## config.mk

```make
export PLATFORM = sky130hd
export DESIGN_NAME = notify_retry_until_ack_top_flat
export DESIGN_NICKNAME = d
export VERILOG_FILES = /design/src/sv/nra_pkg.sv /design/src/sv/nra_if.sv /design/src/sv/nra_cfg_regs.sv /design/src/sv/nra_ack_chk.sv /design/src/sv/nra_step.sv /design/src/sv/notify_retry_until_ack_top.sv /design/src/flat_wrapper.sv
export SDC_FILE = /design/constraint.sdc
export NUM_CORES = 1
export LEC_CHECK = 0
export ABC_AREA = 1
export BUFFER_PORTS_ARGS = -buffer_cell sky130_fd_sc_hd__buf_2
export CAP_MARGIN = 5
export CORE_MARGIN = 4
export CORE_UTILIZATION = 45
export CTS_CLUSTER_DIAMETER = 60
export DETAILED_ROUTE_END_ITERATION = 10
export HOLD_SLACK_MARGIN = 0.05
export PLACE_DENSITY = 0.65
export SLEW_MARGIN = 25
export SYNTH_ARGS = -nofsm -noshare
export SYNTH_HDL_FRONTEND = slang
export SYNTH_SLANG_ARGS = --single-unit
export TNS_END_PERCENT = 50
```

## constraint.sdc

```tcl
create_clock -name clk -period 5.17 [get_ports clk]
set_input_delay 0.7755 -clock clk [delete_from_list [all_inputs] [get_ports clk]]
set_output_delay 0.7755 -clock clk [all_outputs]
set_load 0.05 [all_outputs]
```

## src/sv/nra_pkg.sv

```systemverilog
`timescale 1ns / 1ps
// ----------------------------------------------------------------------------
// nra_pkg
// types, constants and helpers of the notify/retry/ack sender
// ----------------------------------------------------------------------------
package nra_pkg;

    localparam int TIMER_BITS = 32;

    localparam logic [15:0] HDR_MAGIC        = 16'h4352;
    localparam logic [7:0]  HDR_VERSION      = 8'd1;
    localparam logic [7:0]  MSG_NOTIFICATION = 8'd1;
    localparam logic [7:0]  MSG_ACK          = 8'd2;
    localparam logic [15:0] HDR_MIN_LEN      = 16'd16;

    localparam logic [31:0] RST_SEND_DELAY   = 32'd1900;
    localparam logic [31:0] RST_RETRY        = 32'd50;
    localparam logic [7:0]  RST_MAX_ATTEMPTS = 8'd3;
    localparam logic [31:0] RST_SEQ          = 32'd1;
    localparam logic [62:0] RST_HANDOVER     = 63'd2000000000;

    localparam logic OP_TICK   = 1'b0;
    localparam logic OP_HEADER = 1'b1;

    typedef enum logic [2:0] {
        REG_SEND_DELAY = 3'd0,
        REG_RETRY      = 3'd1,
        REG_MAX_ATT    = 3'd2,
        REG_SEQ        = 3'd3,
        REG_HANDOVER   = 3'd4
    } reg_idx_t;

    typedef struct packed {
        logic [31:0] send_delay;
        logic [31:0] retry_interval;
        logic [7:0]  max_attempts;
        logic [31:0] seq_number;
        logic [62:0] handover_ns;
    } cfg_t;

    typedef struct packed {
        logic [TIMER_BITS-1:0] countdown;
        logic [7:0]            attempts;
        logic                  acked;
        logic                  armed;
    } state_t;

    typedef struct packed {
        logic        op;
        logic [15:0] pkt_length;
        logic [15:0] pkt_magic;
        logic [7:0]  pkt_version;
        logic [7:0]  pkt_type;
        logic [31:0] pkt_sequence;
    } item_t;

    typedef struct packed {
        logic        send_now;
        logic [31:0] out_sequence;
        logic [62:0] out_handover_ns;
        logic [7:0]  attempt_number;
        logic        ack_accepted;
        logic        is_acknowledged;
        logic        gave_up;
    } res_t;

    // countdown load: 32-bit register value fitted to the timer width
    function automatic logic [TIMER_BITS-1:0] timer_load(input logic [31:0] v);
        logic [63:0] wide;
        wide = {32'd0, v};
        return wide[TIMER_BITS-1:0];
    endfunction

endpackage

```

## src/sv/nra_if.sv

```systemverilog
`timescale 1ns / 1ps
// ----------------------------------------------------------------------------
// nra interfaces
// valid/ready channels for items, results and register writes
// ----------------------------------------------------------------------------
interface nra_item_if;
    logic        valid;
    logic        ready;
    logic        op;
    logic [15:0] pkt_length;
    logic [15:0] pkt_magic;
    logic [7:0]  pkt_version;
    logic [7:0]  pkt_type;
    logic [31:0] pkt_sequence;

    modport source (output valid, op, pkt_length, pkt_magic, pkt_version, pkt_type,
                    pkt_sequence, input ready);
    modport sink   (input valid, op, pkt_length, pkt_magic, pkt_version, pkt_type,
                    pkt_sequence, output ready);
endinterface

interface nra_result_if;
    logic        valid;
    logic        ready;
    logic        send_now;
    logic [31:0] out_sequence;
    logic [62:0] out_handover_ns;
    logic [7:0]  attempt_number;
    logic        ack_accepted;
    logic        is_acknowledged;
    logic        gave_up;

    modport source (output valid, send_now, out_sequence, out_handover_ns,
                    attempt_number, ack_accepted, is_acknowledged, gave_up,
                    input ready);
    modport sink   (input valid, send_now, out_sequence, out_handover_ns,
                    attempt_number, ack_accepted, is_acknowledged, gave_up,
                    output ready);
endinterface

interface nra_cfg_if;
    logic        valid;
    logic        ready;
    logic [2:0]  idx;
    logic [63:0] data;

    modport source (output valid, idx, data, input ready);
    modport sink   (input valid, idx, data, output ready);
endinterface

```

## src/sv/nra_cfg_regs.sv

```systemverilog
`timescale 1ns / 1ps
// ----------------------------------------------------------------------------
// nra_cfg_regs
// configuration register file, one register written per transaction
// ----------------------------------------------------------------------------
module nra_cfg_regs
    import nra_pkg::*;
(
    input  logic        clk,
    input  logic        rst_n,
    input  logic        wr_en,
    input  logic [2:0]  wr_idx,
    input  logic [63:0] wr_data,
    output cfg_t        cfg
);

    cfg_t cfg_reg;

    always_ff @(posedge clk or negedge rst_n)
    begin
        if (!rst_n)
        begin
            cfg_reg.send_delay     <= RST_SEND_DELAY;
            cfg_reg.retry_interval <= RST_RETRY;
            cfg_reg.max_attempts   <= RST_MAX_ATTEMPTS;
            cfg_reg.seq_number     <= RST_SEQ;
            cfg_reg.handover_ns    <= RST_HANDOVER;
        end
        else if (wr_en)
        begin
            unique case (wr_idx)
                REG_SEND_DELAY: cfg_reg.send_delay     <= wr_data[31:0];
                REG_RETRY:      cfg_reg.retry_interval <= wr_data[31:0];
                REG_MAX_ATT:    cfg_reg.max_attempts   <= wr_data[7:0];
                REG_SEQ:        cfg_reg.seq_number     <= wr_data[31:0];
                REG_HANDOVER:   cfg_reg.handover_ns    <= wr_data[62:0];
                default:        ; // unmapped index, dropped
            endcase
        end
    end

    assign cfg = cfg_reg;

endmodule

```

## src/sv/nra_ack_chk.sv

```systemverilog
`timescale 1ns / 1ps
// ----------------------------------------------------------------------------
// nra_ack_chk
// decides whether a received header is a valid matching ack
// ----------------------------------------------------------------------------
module nra_ack_chk
    import nra_pkg::*;
(
    input  item_t       item,
    input  logic [31:0] seq_number,
    output logic        ack_ok
);

    logic len_ok;
    logic type_ok;

    assign len_ok  = (item.pkt_length >= HDR_MIN_LEN);
    // a notification type is well formed but never an ack
    assign type_ok = (item.pkt_type == MSG_ACK);

    assign ack_ok = (item.op == OP_HEADER) && len_ok
                 && (item.pkt_magic == HDR_MAGIC)
                 && (item.pkt_version == HDR_VERSION)
                 && type_ok
                 && (item.pkt_sequence == seq_number);

endmodule

```

## src/sv/nra_step.sv

```systemverilog
`timescale 1ns / 1ps
// ----------------------------------------------------------------------------
// nra_step
// next state and result for one tick or header
// ----------------------------------------------------------------------------
module nra_step
    import nra_pkg::*;
(
    input  item_t  item,
    input  state_t st,
    input  cfg_t   cfg,
    output state_t st_next,
    output res_t   res
);

    logic                  ack_ok;
    logic                  sent;
    logic [7:0]            eff_max;
    logic [7:0]            att_inc;
    logic [TIMER_BITS-1:0] cd_dec;

    nra_ack_chk u_ack_chk (
        .item       (item),
        .seq_number (cfg.seq_number),
        .ack_ok     (ack_ok)
    );

    // zero attempts behaves as one
    assign eff_max = (cfg.max_attempts == 8'd0) ? 8'd1 : cfg.max_attempts;
    assign att_inc = st.attempts + 8'd1;

    always_comb
    begin
        st_next = st;
        sent    = 1'b0;
        cd_dec  = st.countdown;
        if (item.op == OP_TICK)
        begin
            if (st.armed)
            begin
                if (st.countdown != '0)
                begin
                    cd_dec = st.countdown - TIMER_BITS'(1);
                end
                st_next.countdown = cd_dec;
                if (cd_dec == '0)
                begin
                    st_next.armed = 1'b0;
                    if (!st.acked && (st.attempts < eff_max))
                    begin
                        sent             = 1'b1;
                        st_next.attempts = att_inc;
                        if (att_inc < eff_max)
                        begin
                            st_next.countdown = timer_load(cfg.retry_interval);
                            st_next.armed     = 1'b1;
                        end
                    end
                end
            end
        end
        else if (ack_ok)
        begin
            st_next.acked = 1'b1;
            st_next.armed = 1'b0;
        end
    end

    always_comb
    begin
        res.send_now        = sent;
        res.out_sequence    = sent ? cfg.seq_number : 32'd0;
        res.out_handover_ns = sent ? cfg.handover_ns : 63'd0;
        res.attempt_number  = st_next.attempts;
        res.ack_accepted    = ack_ok;
        res.is_acknowledged = st_next.acked;
        res.gave_up         = !st_next.acked && (st_next.attempts >= eff_max);
    end

endmodule

```

## src/sv/notify_retry_until_ack_top.sv

```systemverilog
`timescale 1ns / 1ps
// ----------------------------------------------------------------------------
// notify_retry_until_ack_top
// sender of a notification that retries on a tick timer until acknowledged
// ----------------------------------------------------------------------------
//  channel   dir   handshake      moves
//  item      in    valid/ready    one tick or one received header
//  result    out   valid/ready    one result per item
//  cfg       in    valid/ready    one register write (idx, data)
//
//  one item per cycle sustained while results are taken; an accepted item
//  passes through the input register, then the result register, where its
//  result is presented
//  the state update and result sit in the single pass between the two
//  registers, so each item sees the state left by the one before it
//  rst_n is asynchronous, active low: configuration registers, countdown and flags reload
//  a stalled result holds; the input register keeps filling, and item.ready
//  drops only once both registers are full
//  cfg writes are always taken (cfg.ready is high)
// ----------------------------------------------------------------------------
module notify_retry_until_ack_top
    import nra_pkg::*;
(
    input  logic          clk,
    input  logic          rst_n,
    nra_item_if.sink      item,
    nra_result_if.source  result,
    nra_cfg_if.sink       cfg
);

    // configuration registers
    cfg_t   cfg_q;
    logic   cfg_wr;

    // pipeline registers
    logic   in_vld_reg;
    item_t  in_item_reg;
    logic   res_vld_reg;
    res_t   res_reg;

    // sender state
    state_t st_reg;
    state_t st_next;
    res_t   res_next;

    logic   advance;
    logic   in_take;
    item_t  item_bus;

    assign cfg.ready = 1'b1;
    assign cfg_wr    = cfg.valid && cfg.ready;

    nra_cfg_regs u_cfg_regs (
        .clk     (clk),
        .rst_n   (rst_n),
        .wr_en   (cfg_wr),
        .wr_idx  (cfg.idx),
        .wr_data (cfg.data),
        .cfg     (cfg_q)
    );

    // item in the input register moves on when the result slot frees up
    assign advance    = in_vld_reg && (!res_vld_reg || result.ready);
    assign item.ready = !in_vld_reg || advance;
    assign in_take    = item.valid && item.ready;

    assign item_bus.op           = item.op;
    assign item_bus.pkt_length   = item.pkt_length;
    assign item_bus.pkt_magic    = item.pkt_magic;
    assign item_bus.pkt_version  = item.pkt_version;
    assign item_bus.pkt_type     = item.pkt_type;
    assign item_bus.pkt_sequence = item.pkt_sequence;

    nra_step u_step (
        .item    (in_item_reg),
        .st      (st_reg),
        .cfg     (cfg_q),
        .st_next (st_next),
        .res     (res_next)
    );

    // input register
    always_ff @(posedge clk or negedge rst_n)
    begin
        if (!rst_n)
        begin
            in_vld_reg <= 1'b0;
        end
        else if (item.ready)
        begin
            in_vld_reg <= item.valid;
        end
    end

    always_ff @(posedge clk)
    begin
        if (in_take)
        begin
            in_item_reg <= item_bus;
        end
    end

    // result register
    always_ff @(posedge clk or negedge rst_n)
    begin
        if (!rst_n)
        begin
            res_vld_reg <= 1'b0;
        end
        else if (advance)
        begin
            res_vld_reg <= 1'b1;
        end
        else if (result.ready)
        begin
            res_vld_reg <= 1'b0;
        end
    end

    always_ff @(posedge clk)
    begin
        if (advance)
        begin
            res_reg <= res_next;
        end
    end

    // sender state: committed as the item passes into the result register;
    // else a send delay write before any send or ack reloads and arms the timer
    always_ff @(posedge clk or negedge rst_n)
    begin
        if (!rst_n)
        begin
            st_reg.countdown <= timer_load(RST_SEND_DELAY);
            st_reg.attempts  <= 8'd0;
            st_reg.acked     <= 1'b0;
            st_reg.armed     <= 1'b1;
        end
        else if (advance)
        begin
            st_reg <= st_next;
        end
        else if (cfg_wr && (cfg.idx == REG_SEND_DELAY)
                 && (st_reg.attempts == 8'd0) && !st_reg.acked)
        begin
            st_reg.countdown <= timer_load(cfg.data[31:0]);
            st_reg.armed     <= 1'b1;
        end
    end

    assign result.valid           = res_vld_reg;
    assign result.send_now        = res_reg.send_now;
    assign result.out_sequence    = res_reg.out_sequence;
    assign result.out_handover_ns = res_reg.out_handover_ns;
    assign result.attempt_number  = res_reg.attempt_number;
    assign result.ack_accepted    = res_reg.ack_accepted;
    assign result.is_acknowledged = res_reg.is_acknowledged;
    assign result.gave_up         = res_reg.gave_up;

endmodule

```

## src/flat_wrapper.sv

```systemverilog
// flat-port wrapper written by rule: the top's interface ports become plain ports
module notify_retry_until_ack_top_flat import nra_pkg::*;
  (clk, rst_n, item_valid, item_op, item_pkt_length, item_pkt_magic, item_pkt_version, item_pkt_type, item_pkt_sequence, item_ready, result_valid, result_send_now, result_out_sequence, result_out_handover_ns, result_attempt_number, result_ack_accepted, result_is_acknowledged, result_gave_up, result_ready, cfg_valid, cfg_idx, cfg_data, cfg_ready);
  nra_item_if item_i ();
  nra_result_if result_i ();
  nra_cfg_if cfg_i ();
  input  logic clk;
  input  logic rst_n;
  input wire logic [$bits(item_i.valid)-1:0] item_valid;
  input wire logic [$bits(item_i.op)-1:0] item_op;
  input wire logic [$bits(item_i.pkt_length)-1:0] item_pkt_length;
  input wire logic [$bits(item_i.pkt_magic)-1:0] item_pkt_magic;
  input wire logic [$bits(item_i.pkt_version)-1:0] item_pkt_version;
  input wire logic [$bits(item_i.pkt_type)-1:0] item_pkt_type;
  input wire logic [$bits(item_i.pkt_sequence)-1:0] item_pkt_sequence;
  output wire logic [$bits(item_i.ready)-1:0] item_ready;
  output wire logic [$bits(result_i.valid)-1:0] result_valid;
  output wire logic [$bits(result_i.send_now)-1:0] result_send_now;
  output wire logic [$bits(result_i.out_sequence)-1:0] result_out_sequence;
  output wire logic [$bits(result_i.out_handover_ns)-1:0] result_out_handover_ns;
  output wire logic [$bits(result_i.attempt_number)-1:0] result_attempt_number;
  output wire logic [$bits(result_i.ack_accepted)-1:0] result_ack_accepted;
  output wire logic [$bits(result_i.is_acknowledged)-1:0] result_is_acknowledged;
  output wire logic [$bits(result_i.gave_up)-1:0] result_gave_up;
  input wire logic [$bits(result_i.ready)-1:0] result_ready;
  input wire logic [$bits(cfg_i.valid)-1:0] cfg_valid;
  input wire logic [$bits(cfg_i.idx)-1:0] cfg_idx;
  input wire logic [$bits(cfg_i.data)-1:0] cfg_data;
  output wire logic [$bits(cfg_i.ready)-1:0] cfg_ready;
  assign item_i.valid = item_valid;
  assign item_i.op = item_op;
  assign item_i.pkt_length = item_pkt_length;
  assign item_i.pkt_magic = item_pkt_magic;
  assign item_i.pkt_version = item_pkt_version;
  assign item_i.pkt_type = item_pkt_type;
  assign item_i.pkt_sequence = item_pkt_sequence;
  assign item_ready = item_i.ready;
  assign result_valid = result_i.valid;
  assign result_send_now = result_i.send_now;
  assign result_out_sequence = result_i.out_sequence;
  assign result_out_handover_ns = result_i.out_handover_ns;
  assign result_attempt_number = result_i.attempt_number;
  assign result_ack_accepted = result_i.ack_accepted;
  assign result_is_acknowledged = result_i.is_acknowledged;
  assign result_gave_up = result_i.gave_up;
  assign result_i.ready = result_ready;
  assign cfg_i.valid = cfg_valid;
  assign cfg_i.idx = cfg_idx;
  assign cfg_i.data = cfg_data;
  assign cfg_ready = cfg_i.ready;
  notify_retry_until_ack_top u_core (.clk(clk), .rst_n(rst_n), .item(item_i), .result(result_i), .cfg(cfg_i));
endmodule
```

==> metrics.txt <==
Post-Route WL=45.3 mm; first-pass iteration count of the detailed router=5; power share of the clock group=31.8%; worst stage delay on the critical path=410 ps; Min Clock Period, post-route=4650 ps; Least-Margin Pin Slew=1000 ps; status=complete, no violations; Sw Share=33.0%; Worst EP required=5440 ps; first-pass GRT wire length=71.4 mm; core area=37,800 um2; cell mode on critical path=nand2_1; io pins=263; worst reg2reg endpoint=u_core.result.gave_up$_DFFE_PP_; Max Clock Freq=0.215 GHz; r2r worst-path depth=27; Nets=2,226; Starting Density=45.8%; DR vias/cell=5.00; vias=13,000; layout cells sized above 1=23.5%; Max Root-Sink Buffers=3; RSZ-0062 raised after global routing=false; Final Cycle Share=89.9%; Psw=2.85 mW; # fillers=3,520; Total GRT Usage=21.5%; Worst R2R Setup Slack=520 ps; die height=204 um; pre-CTS setup slack=532 ps; crit path max fanout=29; hpwl dp=33.3 mm; post-CTS sizing=0; worst min path class=in2async; origin of the critical flop-to-flop path=u_core.st_reg[10]$_DFFE_PN0P_; Setup crit end kind=flop; Fin. Hold Viols=0; sequential share of power=45.8%; logic gate share of total power=22.4%; CP startpoint kind=flop; Setup TNS=0 ps; most common library cell in the layout ignoring fill and taps=nand2_1; Pint=5.78 mW; # rows=71; port buffer count=256; Arrival @ worst endpoint=4920 ps; CTS Hold Bufs=0; antenna violations before repair=4; CTS HTree Levels=2; Post-CTS Repair Setup Buffers=0; Worst setup startpoint=u_core.st_reg[10]$_DFFE_PN0P_; grt ovf=0; CP endpoint=u_core.result.gave_up$_DFFE_PP_; cell leakage power=9.17 nW; most frequent cells in the layout=nand2_1 (364), inv_1 (256), buf_2 (255); clock latency on the worst-skew pair=530 ps; largest net degree at the start of global routing=111; worst hold slack=265 ps; #FFs+latches synth=363; syn_nets=1,980; sequential share of the synthesized area=57.9%; Synth cell types=45; Reg clk slew, reported paths=60 ps; gpl congestion=0.924; synthesized cell area=17,300 um2; Finish-stage setup viols=0; total of max-cap violations=0; Yosys warnings=0; Post-route DRC=0; antenna-violating nets left=0; TritonCTS Buffers=40; Total Power=8.63 mW; Rel. slew slack=33.1%; skew final=18.1 ps; CP Class=reg2reg; Gate Count Post-Synth=1,802; vias in the first global route=12,900; Multi-input gate area=5930 um2; Max IR drop VDD=247 uV; Mean Syn Cell Area=9.62 um2; worst setup margin=523 ps; crit path max-delay cell type=dfrtp_1; CTS Root Cell=clkbuf_16; Pwr Density=425 nW/um2; Largest register FFs=135; Avg WL per Cell=17.5 um; die outline width=204 um; DR iter-0 viols=826; Reg area=10,000 um2; CTS tree=built; CTS sink count=363; Slew Viols, Final=0; die area=41,700 um2; Area Overhead vs Synth=17.0%
==> per-layer routing <==
| metal | GRT usage, % | vias to the layer above | share of wire (%) |
|---|---|---|---|
| met5 | 0 | - | 0.029 |
| met4 | 6.60 | 2 | 2.9 |
| met3 | 3.14 | 77 | 6.1 |
| met2 | 35.4 | 403 | 47 |
| met1 | 29.8 | 6134 | 44 |
| li1 | - | 6353 | - |
==> worst min path at each step <==
stage / from / endpoint / slack (ps) / depth (start not counted)
after CTS: rst_n / u_core.st_reg[5]$_DFFE_PN0P_ / 300 / 1
after global routing: rst_n / u_core.st_reg[4]$_DFFE_PN0P_ / 320 / 1
after global placement: u_core.u_cfg_regs.cfg[121]$_DFFE_PN0P_ / u_core.u_cfg_regs.cfg[121]$_DFFE_PN0P_ / 470 / 2
after floorplan: u_core.u_cfg_regs.cfg[0]$_DFFE_PN0P_ / u_core.u_cfg_regs.cfg[0]$_DFFE_PN0P_ / 450 / 2
after detailed placement: u_core.u_cfg_regs.cfg[127]$_DFFE_PN0P_ / u_core.u_cfg_regs.cfg[127]$_DFFE_PN0P_ / 470 / 2
final: rst_n / u_core.st_reg[4]$_DFFE_PN0P_ / 260 / 1
==> cells in the mapped netlist (all sizes together) <==
master | count | area [um2]
nand2 | 374 | 1430
nor2 | 261 | 1600
inv | 259 | 972
edfxtp | 184 | 5530
dfrtp | 152 | 3800
o21ai | 122 | 611
a21oi | 103 | 515
nand3 | 75 | 375
nand4 | 59 | 369
clkbuf | 44 | 165
dfstp | 27 | 709
ha | 25 | 313
buf | 23 | 260
or2 | 21 | 131
nor4 | 20 | 125
xor2 | 14 | 123
xnor2 | 9 | 78.8
nand3b | 3 | 22.5
nor3 | 3 | 15.0
nor3b | 3 | 22.5
o2111ai | 3 | 26.3
o21a | 3 | 22.5
clkinv | 2 | 8.75
nor4b | 2 | 17.5
o2111a | 2 | 22.5
o22ai | 2 | 12.5
a211oi | 1 | 7.51
and2 | 1 | 6.26
and3 | 1 | 6.26
conb | 1 | 3.75
o21ba | 1 | 10.0
o21bai | 1 | 7.51
or3 | 1 | 6.26
==> power by group through the flow <==
| stage | sequential (mW) | clock [mW] | combinational [mW] |
|---|---|---|---|
| 4_1_cts | 3.95 | 2.81 | 1.95 |
| 5_1_grt | 4.01 | 2.92 | 2.18 |
| 2_1_floorplan | 4.21 | 0 | 1.10 |
| 6_report | 3.95 | 2.74 | 1.93 |
| 3_3_place_gp | 3.98 | 0 | 1.90 |
| 3_5_place_dp | 3.99 | 0 | 1.94 |
==> metrics by stage <==
step           area, um2  util [%]  cells
3_3_place_gp       19000      50.2   2517
5_1_grt            20300      53.6   2591
4_1_cts            20300      53.5   2589
6_report           20300      53.6   2593
3_5_place_dp       19000      50.2   2517
2_1_floorplan      17300         -   1802
==> layout make-up <==
| class | instances | area share [%] |
|---|---|---|
| clock inverter | 17 | 0.858 |
| antenna | 4 | 0.0494 |
| tap | 511 | 3.15 |
| sequential | 363 | 49.5 |
| multi-input combinational | 1111 | 29.3 |
| clock buffer | 55 | 5.36 |
| timing repair buffer | 271 | 6.97 |
| inverter | 261 | 4.86 |
==> cells by family (layout without fill, tap and decap cells) <==
| kind of cell | Yosys count | count (layout) | synth area share, % |
|---|---|---|---|
| simple gates | 824 | 824 | 23.8 |
| flops | 363 | 363 | 57.9 |
| buf+inv | 328 | 604 | 8.12 |
| compound gates | 238 | 238 | 7.13 |
| fa+ha+maj | 25 | 25 | 1.81 |
| xor+xnor | 23 | 23 | 1.16 |
| other cells | 1 | 5 | 0.0216 |
==> worst max-delay path, delay by kind of cell, from the launching register on <==
family                   cells  cell delay, ps
AO/OA/AOI/OAI                7            1130
adder cells (fa/ha/maj)      2             530
AND/OR/NAND/NOR             14            1740
flip-flops                   1             410
buffers and inverters        4             570
Power figures use the tool's default switching activity.
